File: src/hw/rtl/pid_keyed_probe_table_unit_defines.svh
// Assertion macros used by the back part of the probe table RTL.
`ifndef PID_KEYED_PROBE_TABLE_UNIT_DEFINES_SVH
`define PID_KEYED_PROBE_TABLE_UNIT_DEFINES_SVH

// Same-cycle implication, sampled on clk and disabled during rst.
`define PKPT_ASSERT_IMPL(label, ante, cons, msg) \
  label: assert property (@(posedge clk) disable iff (rst) (ante) |-> (cons)) \
    else $error(msg);

// Next-cycle implication, sampled on clk and disabled during rst.
`define PKPT_ASSERT_NEXT(label, ante, cons, msg) \
  label: assert property (@(posedge clk) disable iff (rst) (ante) |=> (cons)) \
    else $error(msg);

`endif

File: src/hw/rtl/pkpt_fifo.sv
// Small register queue between the front and back parts.
`default_nettype none
module pkpt_fifo #(
  parameter int WIDTH = 8,
  parameter int DEPTH = 2
) (
  input  wire logic             clk,
  input  wire logic             rst,
  input  wire logic             in_valid,
  output logic                  in_ready,
  input  wire logic [WIDTH-1:0] in_data,
  output logic                  out_valid,
  input  wire logic             out_ready,
  output logic      [WIDTH-1:0] out_data
);

  localparam int PW = (DEPTH > 1) ? $clog2(DEPTH) : 1;
  localparam logic [PW-1:0] LAST = PW'(DEPTH - 1);

  logic [WIDTH-1:0] entries [DEPTH];
  logic [PW-1:0]    wr_ptr;
  logic [PW-1:0]    rd_ptr;
  logic [PW:0]      count;
  logic             push;
  logic             pop;

  assign in_ready  = (count != (PW + 1)'(DEPTH));
  assign out_valid = (count != '0);
  assign out_data  = entries[rd_ptr];
  assign push      = in_valid && in_ready;
  assign pop       = out_valid && out_ready;

  always_ff @(posedge clk) begin
    if (rst) begin
      wr_ptr <= '0;
      rd_ptr <= '0;
      count  <= '0;
    end else begin
      if (push) begin
        entries[wr_ptr] <= in_data;
        wr_ptr          <= (wr_ptr == LAST) ? '0 : wr_ptr + 1'b1;
      end
      if (pop) begin
        rd_ptr <= (rd_ptr == LAST) ? '0 : rd_ptr + 1'b1;
      end
      if (push && !pop) begin
        count <= count + 1'b1;
      end else if (pop && !push) begin
        count <= count - 1'b1;
      end
    end
  end

endmodule
`default_nettype wire

File: config.mk
export PLATFORM = sky130hd
export DESIGN_NAME = pkpt_fifo
export DESIGN_NICKNAME = d
export VERILOG_FILES = /design/src/hw/rtl/pid_keyed_probe_table_unit_defines.svh /design/src/hw/rtl/pkpt_fifo.sv
export SDC_FILE = /design/constraint.sdc
export NUM_CORES = 1
export LEC_CHECK = 0
export BUFFER_PORTS_ARGS = -buffer_cell sky130_fd_sc_hd__buf_2
export CORE_MARGIN = 1
export CORE_UTILIZATION = 52
export CTS_BUF_LIST = sky130_fd_sc_hd__clkbuf_8
export DETAILED_ROUTE_END_ITERATION = 8
export PLACE_DENSITY_LB_ADDON = 0.05
export SYNTH_ARGS = -nofsm -noshare
export SYNTH_HDL_FRONTEND = slang
export SYNTH_SLANG_ARGS = --single-unit
File: constraint.sdc
create_clock -name clk -period 2.1 [get_ports clk]
set_clock_uncertainty 0.1 [all_clocks]
set_input_delay 0.63 -clock clk [delete_from_list [all_inputs] [get_ports clk]]
set_output_delay 0.63 -clock clk [all_outputs]
set_load 0.05 [all_outputs]
==> impl_metrics.py <==
metrics = {
    "placed_design": {
        "dp_slack_ns": 0.211,
        "port_buffers": 21,
        "dp_hpwl_um": 923,
        "gp_congestion": 0.622,
    },
    "synth": {
        "synth_cells": 52,
        "yosys_warnings": 0,
        "synth-seq-cells": 21,
        "synth_edf_count": 16,
        "synth.top_cell.area_share_pct": 59.8,
        "netlist_top_cells_count": "edfxtp_1, mux2_2, dfxtp_1",
        "ys_types": 16,
        "avgSynthCellArea_um2": 15.4,
        "ys.flop_type": "edfxtp_1",
        "syn_nets": 65,
        "synth_area_leaders": "edfxtp_1, dfxtp_1, mux2_2, xor2_1, o21ai_0",
        "async_flop_share_pct": 0,
        "seq_area_frac_synth_pct": 72.3,
        "synth_top_cell_by_area": "edfxtp_1",
        "syn_area_um2": 803,
        "synth.most_common_cell": "edfxtp_1",
    },
    "timing": {
        "min_period_ns": 1.98,
        "max_clock_freq_ghz": 0.506,
        "fin_ws_ns": 0.123,
        "worst_hold_slack_ns": 0.414,
        "min_period_over_period_pct": 94.1,
        "slew_headroom_pct": 78.2,
        "finalSetupViolations": 0,
        "setup-tns-final_ns": 0,
        "drv_slew": 0,
        "final_hold_viol_count": 0,
        "rsz0062_at_grt": "false",
        "tightest_slew_ns": 0.324,
    },
    "clocking": {
        "cts_tree": "done",
        "hold_buffers": 0,
        "h-tree-depth": 1,
        "clock_latency_ns": 0.25,
        "post_cts_buffers": 0,
        "cts_buffers": 3,
        "postCtsResizedCells": 0,
        "cts_buffer_depth": 2,
        "root_buffer": "clkbuf_8",
        "cts.sinks": 21,
        "clk_pin_slew_ns": 0.07,
    },
    "detailed_routing": {
        "drc": 0,
        "drt_first_pass_iters": 4,
        "ant_nets": 0,
        "wl_per_cell_um": 12.9,
        "via_per_inst": 5.22,
        "routed_wirelength_mm": 1.23,
        "dr.first_iter.drc_count": 5,
        "vias": 496,
    },
    "grt": {
        "grt_max_degree": 12,
        "gr-total-overflow": 0,
        "antenna_found_initial": 0,
        "grt_util_all_layers_pct": 17.1,
        "grt_pass1_vias": 431,
        "grt_pass1_wl_mm": 1.75,
    },
    "min_path": {
        "hp-class": "flop to flop",
    },
    "finish": {
        "synthToLayoutAreaGrowth_pct": 24.9,
        "drive_gt1_share_pct": 48.8,
        "nets": 94,
        "nFillCells": 93,
        "antenna_cells": 0,
    },
    "job": {
        "cap_violations": 0,
    },
    "setup_path": {
        "endpoint_kind": "output port",
        "critPathMaxFanout": 8,
        "worstPathRequired_ns": 1.37,
        "crit_type": "flop to output port",
        "r2r_slack_ns": 0.24,
        "critical_path_arrival_ns": 1.25,
        "crit_path_start_kind": "flop",
    },
    "floorplanning": {
        "core_um2": 1370,
        "die-area_um2": 1710,
        "dieWidth_um": 41.3,
        "std_cell_rows": 13,
        "io_pins": 22,
        "initial_utilization_pct": 58.8,
        "fp.dieH_um": 41.3,
    },
    "run_status": {
        "status": "finished clean",
    },
    "power": {
        "p_per_area_nw_per_um2": 1280,
        "ir_worst_vdd_v": 0.000673,
        "leakagePower_nw": 0.413,
    },
}
flip-flops by register name (all words and copies together), names as in the netlist, named ones only:
signal	flops
count	2
entries	16
rd_ptr	1
wr_ptr	1
layout by cell type (no fill, tap or decap):
master / instances
xor2_1: 3
a21oi_1: 2
buf_2: 21
nor3_1: 1
nor2b_1: 1
nand2_1: 1
or2_2: 1
dfxtp_1: 4
dfxtp_2: 1
or3_1: 2
buf_4: 4
mux2_2: 8
nor2_1: 3
edfxtp_1: 16
nor3b_2: 1
inv_1: 4
ha_1: 1
clkbuf_8: 3
o21ai_0: 3
final timing paths:
kind,from,end,cells past startpoint
setup reg to reg,count[1],count[1],7
hold / removal,count[1],count[1],2
setup / recovery,flop,out_data[4],2
hold reg to reg,count[1],count[1],2
per-stage QoR:
| stage | cell area [µm²] | util (%) | std cells | total power, mW |
|---|---|---|---|---|
| after floorplan | 808 | - | 52 | 0.946 |
| after global placement | 957 | 70.1 | 91 | 1.04 |
| after detailed placement | 957 | 70.1 | 91 | 1.05 |
| after CTS | 1000 | 73.4 | 95 | 1.29 |
| after global routing | 1000 | 73.4 | 95 | 1.35 |
| final | 1000 | 73.4 | 95 | 1.29 |
kinds of logic (layout without fill, tap and decap cells):
kind of cell / count (synthesis) / in the layout / share of synthesized area, %
XOR/XNOR: 3 / 3 / 3.27
buffers and inverters: 4 / 32 / 2.02
AO/OA/AOI/OAI: 5 / 5 / 3.11
adder cells (fa/ha/maj): 1 / 1 / 1.56
AND/OR/NAND/NOR: 10 / 10 / 6.54
flip-flops: 21 / 21 / 72.3
multiplexers: 8 / 8 / 11.2
critical path, cell delays in order (launching register included):
cell     delay, ns
dfxtp_2       0.43
mux2_2        0.36
buf_2         0.21
routing by layer:
metal / wire (µm) / global-route usage (%)
met1: 520 / 20.0
met2: 651 / 29.3
met3: 45 / 4.79
met4: 7 / 7.26
met5: 0 / 0
power by group:
part | switching, mW | internal [mW] | total (mW)
registers | 0.0483 | 0.509 | 0.557
logic | 0.325 | 0.162 | 0.487
clock network | 0.113 | 0.130 | 0.242
total | 0.486 | 0.800 | 1.29
final cells by class:
class                   instances  area [µm²]  area share [%]
multi-input cells              27         211            21.1
clock inverters                 1        3.75           0.374
inverters                       3        11.3            1.12
well taps                      15        18.8            1.87
repair buffers                 25         135            13.5
clock buffers                   3        41.3            4.11
flip-flops and latches         21         582            58.0
(Power assumes the default switching activity.)
