## src/hw/rtl/pid_keyed_probe_table_unit_defines.svh

```systemverilog
// Assertion macros used by the back part of the probe table RTL.
`ifndef PID_KEYED_PROBE_TABLE_UNIT_DEFINES_SVH
`define PID_KEYED_PROBE_TABLE_UNIT_DEFINES_SVH

// Same-cycle implication, sampled on clk and disabled during rst.
`define PKPT_ASSERT_IMPL(label, ante, cons, msg) \
  label: assert property (@(posedge clk) disable iff (rst) (ante) |-> (cons)) \
    else $error(msg);

// Next-cycle implication, sampled on clk and disabled during rst.
`define PKPT_ASSERT_NEXT(label, ante, cons, msg) \
  label: assert property (@(posedge clk) disable iff (rst) (ante) |=> (cons)) \
    else $error(msg);

`endif

```

## src/hw/rtl/pkpt_pkg.sv

```systemverilog
// Package with widths, codes and defaults of the probe table.
`default_nettype none
package pkpt_pkg;

  localparam int KEY_W           = 31;
  localparam int HANDLE_W        = 32;
  localparam int STATUS_W        = 2;
  localparam int SLOT_IDX_W      = 10;
  localparam int TAG_W           = 2;
  localparam int ENTRY_W         = TAG_W + KEY_W + HANDLE_W;
  localparam int DEF_TABLE_DEPTH = 1024;
  localparam int QUEUE_DEPTH     = 2;

  localparam logic CMD_LOOKUP = 1'b0;
  localparam logic CMD_BIND   = 1'b1;

  localparam logic [STATUS_W-1:0] ST_OK        = 2'd0;
  localparam logic [STATUS_W-1:0] ST_NOT_FOUND = 2'd1;
  localparam logic [STATUS_W-1:0] ST_FULL      = 2'd2;

  localparam logic [TAG_W-1:0] TAG_EMPTY = 2'd0;
  localparam logic [TAG_W-1:0] TAG_LIVE  = 2'd1;
  localparam logic [TAG_W-1:0] TAG_TOMB  = 2'd2;

endpackage
`default_nettype wire

```

## src/hw/rtl/pkpt_if.sv

```systemverilog
// Request and response channel interfaces of the probe table.
`default_nettype none
interface pkpt_req_if;
  logic                          valid;
  logic                          ready;
  logic                          command;
  logic [pkpt_pkg::KEY_W-1:0]    key;
  logic [pkpt_pkg::HANDLE_W-1:0] handle;

  modport source (output valid, command, key, handle, input ready);
  modport sink (input valid, command, key, handle, output ready);
endinterface

`default_nettype wire

```

## src/hw/rtl/pkpt_front.sv

```systemverilog
// Front part: takes requests and reduces the key to its home slot.
`default_nettype none
module pkpt_front #(
  parameter int TABLE_DEPTH = pkpt_pkg::DEF_TABLE_DEPTH
) (
  input  wire logic  clk,
  input  wire logic  rst,
  pkpt_req_if.sink   req,
  input  wire logic  clear_busy,
  output logic       push_valid,
  input  wire logic  push_ready,
  output logic [1 + pkpt_pkg::KEY_W + pkpt_pkg::HANDLE_W + $clog2(TABLE_DEPTH) - 1:0]
                     push_data
);

  localparam int KW  = pkpt_pkg::KEY_W;
  localparam int AW  = $clog2(TABLE_DEPTH);
  // Scaled reciprocal of the depth: bits RSH and up of key * RECIP are exactly
  // key / TABLE_DEPTH for every key of KW bits.
  localparam int RSH = KW + AW;
  localparam logic [63:0] RECIP_WIDE =
    ((64'd1 << RSH) + 64'(TABLE_DEPTH) - 64'd1) / 64'(TABLE_DEPTH);
  localparam logic [KW:0]   RECIP    = RECIP_WIDE[KW:0];
  localparam logic [AW-1:0] DEPTH_LO = AW'(TABLE_DEPTH);

  typedef enum logic [1:0] {F_IDLE, F_QUOT, F_REM, F_DONE} fstate_t;

  fstate_t                       state;
  logic                          cmd;
  logic [KW-1:0]                 key;
  logic [pkpt_pkg::HANDLE_W-1:0] handle;
  logic [AW-1:0]                 quot_lo;
  logic [AW-1:0]                 rem;
  logic [2*KW:0]                 prod;
  logic [AW-1:0]                 back_lo;
  logic                          accept;

  // The operands are KW and KW + 1 bits wide; the cast only sizes the product.
  assign prod       = (2*KW + 1)'(key) * (2*KW + 1)'(RECIP);
  // The remainder is below the depth, so the low AW bits of the product suffice.
  assign back_lo    = quot_lo * DEPTH_LO;
  assign req.ready  = !clear_busy && ((state == F_IDLE) || ((state == F_DONE) && push_ready));
  assign accept     = req.valid && req.ready;
  assign push_valid = (state == F_DONE);
  assign push_data  = {cmd, key, handle, rem};

  always_ff @(posedge clk) begin
    if (rst) begin
      state <= F_IDLE;
    end else begin
      if (accept) begin
        state  <= F_QUOT;
        cmd    <= req.command;
        key    <= req.key;
        handle <= req.handle;
      end else begin
        case (state)
          F_IDLE: begin
          end
          F_QUOT: begin
            quot_lo <= prod[RSH +: AW];
            state   <= F_REM;
          end
          F_REM: begin
            rem   <= key[AW-1:0] - back_lo;
            state <= F_DONE;
          end
          F_DONE: begin
            if (push_ready) begin
              state <= F_IDLE;
            end
          end
          default: begin
            state <= F_IDLE;
          end
        endcase
      end
    end
  end

endmodule
`default_nettype wire

```

## src/flat_wrapper.sv

```systemverilog
// flat-port wrapper written by rule: the top's interface ports become plain ports
module pkpt_front_flat 
#(
  parameter int TABLE_DEPTH = pkpt_pkg::DEF_TABLE_DEPTH
)
  (clk, rst, clear_busy, push_valid, push_ready, push_data, req_valid, req_command, req_key, req_handle, req_ready);
  pkpt_req_if req_i ();
  input  wire logic clk;
  input  wire logic rst;
  input  wire logic clear_busy;
  output logic push_valid;
  input  wire logic push_ready;
  output logic [1 + pkpt_pkg::KEY_W + pkpt_pkg::HANDLE_W + $clog2(TABLE_DEPTH) - 1:0] push_data;
  input wire logic [$bits(req_i.valid)-1:0] req_valid;
  input wire logic [$bits(req_i.command)-1:0] req_command;
  input wire logic [$bits(req_i.key)-1:0] req_key;
  input wire logic [$bits(req_i.handle)-1:0] req_handle;
  output wire logic [$bits(req_i.ready)-1:0] req_ready;
  assign req_i.valid = req_valid;
  assign req_i.command = req_command;
  assign req_i.key = req_key;
  assign req_i.handle = req_handle;
  assign req_ready = req_i.ready;
  pkpt_front #(.TABLE_DEPTH(TABLE_DEPTH)) u_core (.clk(clk), .rst(rst), .req(req_i), .clear_busy(clear_busy), .push_valid(push_valid), .push_ready(push_ready), .push_data(push_data));
endmodule
```

## config.mk

```make
export PLATFORM = sky130hd
export DESIGN_NAME = pkpt_front_flat
export DESIGN_NICKNAME = d
export VERILOG_FILES = /design/src/hw/rtl/pid_keyed_probe_table_unit_defines.svh /design/src/hw/rtl/pkpt_pkg.sv /design/src/hw/rtl/pkpt_if.sv /design/src/hw/rtl/pkpt_front.sv /design/src/flat_wrapper.sv
export SDC_FILE = /design/constraint.sdc
export NUM_CORES = 1
export LEC_CHECK = 0
export BUFFER_PORTS_ARGS = -buffer_cell sky130_fd_sc_hd__buf_4
export CAP_MARGIN = 20
export CORE_MARGIN = 5
export CORE_UTILIZATION = 44
export CTS_BUF_LIST = sky130_fd_sc_hd__clkbuf_2 sky130_fd_sc_hd__clkbuf_4 sky130_fd_sc_hd__clkbuf_8
export DETAILED_ROUTE_END_ITERATION = 8
export PLACE_DENSITY = 0.81
export SYNTH_ARGS = -nofsm -noshare
export SYNTH_HDL_FRONTEND = slang
export SYNTH_SLANG_ARGS = --single-unit
```

## constraint.sdc

```tcl
create_clock -name clk -period 3.7 [get_ports clk]
set_input_delay 0.185 -clock clk [delete_from_list [all_inputs] [get_ports clk]]
set_output_delay 0.185 -clock clk [all_outputs]
set_load 0.01 [all_outputs]
```

==> key figures <==
Outcome
  – Status: completed

Pwr
  – Combinational share of power: 8.3%
  – Net Sw Power: 0.319 mW
  – P_leak: 1.56 nW
  – Clock power share: 31.9%
  – Net Sw Frac: 19.3%
  – Pint: 1.33 mW
  – Peak VDD IR: 0.312 mV
  – Power Dens Cells: 434 nW/um2
  – Power share of the sequential group: 59.8%

GRT
  – Initial antenna violation count: 0
  – First-pass GRT wire length: 7940 um
  – All-Layer GR Usage: 15.3%
  – Global route overflow: 0
  – Largest net degree at the start of global routing: 65
  – Vias in the first global route: 1508

Clocking
  – Postcts setup bufs: 0
  – CTS Sinks: 76
  – Clock Latency Late Sink: 0.33 ns
  – CTS Buffer Depth: 2
  – Htree depth: 3
  – CTS buffer count: 9
  – CTS resizes: 0
  – CTS tree: done
  – CTS Root Cell: clkbuf_8
  – Reg clk slew, reported paths: 0.07 ns

Route
  – DR iter-0 viols: 37
  – Routed WL: 5460 um
  – Drt wl/cell: 16.6 um
  – Via/cell ratio: 4.50
  – DRC viols: 0
  – Post-route antenna net violation count: 0
  – Vias: 1480
  – Iteration count of the initial detailed-routing pass: 4

STA
  – Final Hold Viols: 0
  – Slew headroom: 47.5%
  – Min Tclk post-route: 2.01 ns
  – Fin. max-slew vios: 0
  – RSZ-0062 raised after global routing: false
  – Final setup violation count: 0
  – Worst Skew: 0.00691 ns
  – Tcrit/Tclk final: 54.5%
  – Fmax achieved: 0.496 GHz
  – Setup ws final: 1.69 ns
  – Setup TNS: 0 ns
  – Slew @ Worst Pin: 0.787 ns

Job
  – Maxcap violations: 0

Place
  – Post-DP Area: 3550 um2
  – GPL Wtd Cong: 0.749
  – IO buf count: 144
  – Post-placement setup slack: 1.69 ns

Layout
  – Finished Cell Area: 3800 um2
  – Area delta synth->final: 59.9%
  – Nets: 323
  – Layout cells sized above 1: 64.1%
  – Inserted Diodes: 0

Worst setup path
  – Critical path data arrival time: 1.97 ns
  – Critical path capture point type: flip-flop
  – Crit path kind: reg2reg
  – Kind of start point of the critical path: flip-flop
  – Worst Path Required: 3.65 ns
  – R2r setup slk: 1.69 ns
  – Reg2Reg Depth: 3
  – CP Max Fanout: 64
  – Worst r2r src: u_core.state[0]
  – FF-to-FF End: u_core.handle[19]

Yosys
  – Cells after Synth: 90
  – Ys flop type: edfxtp_1
  – Seq/Total Area, Yosys: 95.1%
  – Yosys reg bits: 76
  – Syn. warnings: 0
  – Unique masters post-synth: 14
  – Avg Cell Area, Syn: 26.4 um2
  – Post-synth EDFFs: 74
  – Area contributors post-synth: edfxtp_1 (93%), dfxtp_1 (1.7%), a2111oi_4 (1.2%)
  – Most frequent cell after synthesis: edfxtp_1
  – Syn nets: 159
  – Synth cell count leaders: edfxtp_1 (74), dfxtp_1 (2), inv_1 (2), nor3b_1 (2)
  – Yosys top cell area share: 93.4%
  – Ys async rst share: 0%
  – Synth Cell Area: 2380 um2
  – Synth area leader: edfxtp_1

Floorplanning
  – Core Region: 5170 um2
  – Die Footprint: 6980 um2
  – Row cnt: 26
  – Die width: 83.5 um
  – Top Ports: 145
  – Die Ht: 83.5 um
  – Initial core utilization: 46.0%

Min path
  – Min-delay worst type: in2reg
  – Hold-critical path endpoint: u_core.key[13]
  – Worst hold stages: 1
  – Critical hold path startpoint: req_key[13]
layout by cell type, fill, tap and decap left out:
cell           instances
and2_2                 1
clkbuf_4               4
and3_1                 1
a21oi_1                1
o221a_2                1
a2111oi_4              1
nor2b_1                1
dlygate4sd3_1          8
dfxtp_1                2
buf_4                146
or2_4                  1
inv_1                  2
nand3_2                1
nor3b_1                2
edfxtp_1              74
nand2_1                1
clkbuf_8               9
clkinv_1               1
clkinv_2               2
worst max-delay path, stage by stage, from the launching register on:
cell and delay, ns:
dfxtp_1 0.43, nand3_2 0.15, a2111oi_4 0.35, buf_4 0.65
power by group through the flow:
| stage | Clock (mW) | Combinational, mW | Sequential [mW] |
|---|---|---|---|
| finish | 0.526 | 0.137 | 0.986 |
| global route | 0.590 | 0.146 | 0.987 |
| CTS | 0.546 | 0.131 | 0.986 |
| detailed placement | 0 | 0.131 | 1.00 |
| global placement | 0 | 0.127 | 1.00 |
| floorplan | 0 | 0.0204 | 1.02 |
layout make-up:
type,instances,area (um2)
clock buffer,13,154
clock inverter,3,13.8
timing repair buffer,154,1180
multi-input combinational,11,101
tap,70,87.6
fill,328,1370
inverter,2,7.51
sequential,76,2260
stage by stage:
step                std cells  utilization [%]  hold slack (ns)  total power [mW]
global route              329             73.5         0.000217              1.72
CTS                       321             72.0          0.00846              1.66
global placement          305             68.7            0.363              1.13
finish                    329             73.5           0.0289              1.65
detailed placement        305             68.7            0.364              1.14
floorplan                  90                -            0.284              1.04
sequential cells by signal, indices dropped and copies added (netlist names):
signal         count
u_core.key        31
u_core.cmd         1
u_core.state       2
u_core.rem        10
u_core.handle     32
logic make-up after synthesis:
family / synth area share, %
compound gates: 1.84
buf+inv: 0.631
simple gates: 2.42
flops: 95.1
what timing repair did:
action                                 in CTS  in global routing
hold buffers                                0                  8
endpoints found under the hold margin       0                  8
setup endpoints to repair                   0                  0
how the worst max path moves through the flow:
stage	end	cells after the start	from	slack [ns]
6_report	u_core.handle[19]	3	u_core.state[0]	1.69
5_1_grt	u_core.key[9]	3	u_core.state[0]	1.57
4_1_cts	u_core.handle[22]	3	u_core.state[0]	1.70
3_5_place_dp	u_core.handle[1]	3	u_core.state[0]	1.69
3_3_place_gp	u_core.handle[1]	3	u_core.state[0]	1.79
2_1_floorplan	u_core.cmd	2	u_core.state[1]	0.42
metal layers:
metal | track usage, % | vias to the layer above | wire [um]
met5 | 0 | - | 0
met4 | 8.04 | 0 | 106
met3 | 7.50 | 11 | 610
met2 | 24.9 | 90 | 2750
met1 | 16.3 | 695 | 1990
li1 | - | 684 | -
Power figures use the tool's default switching activity.
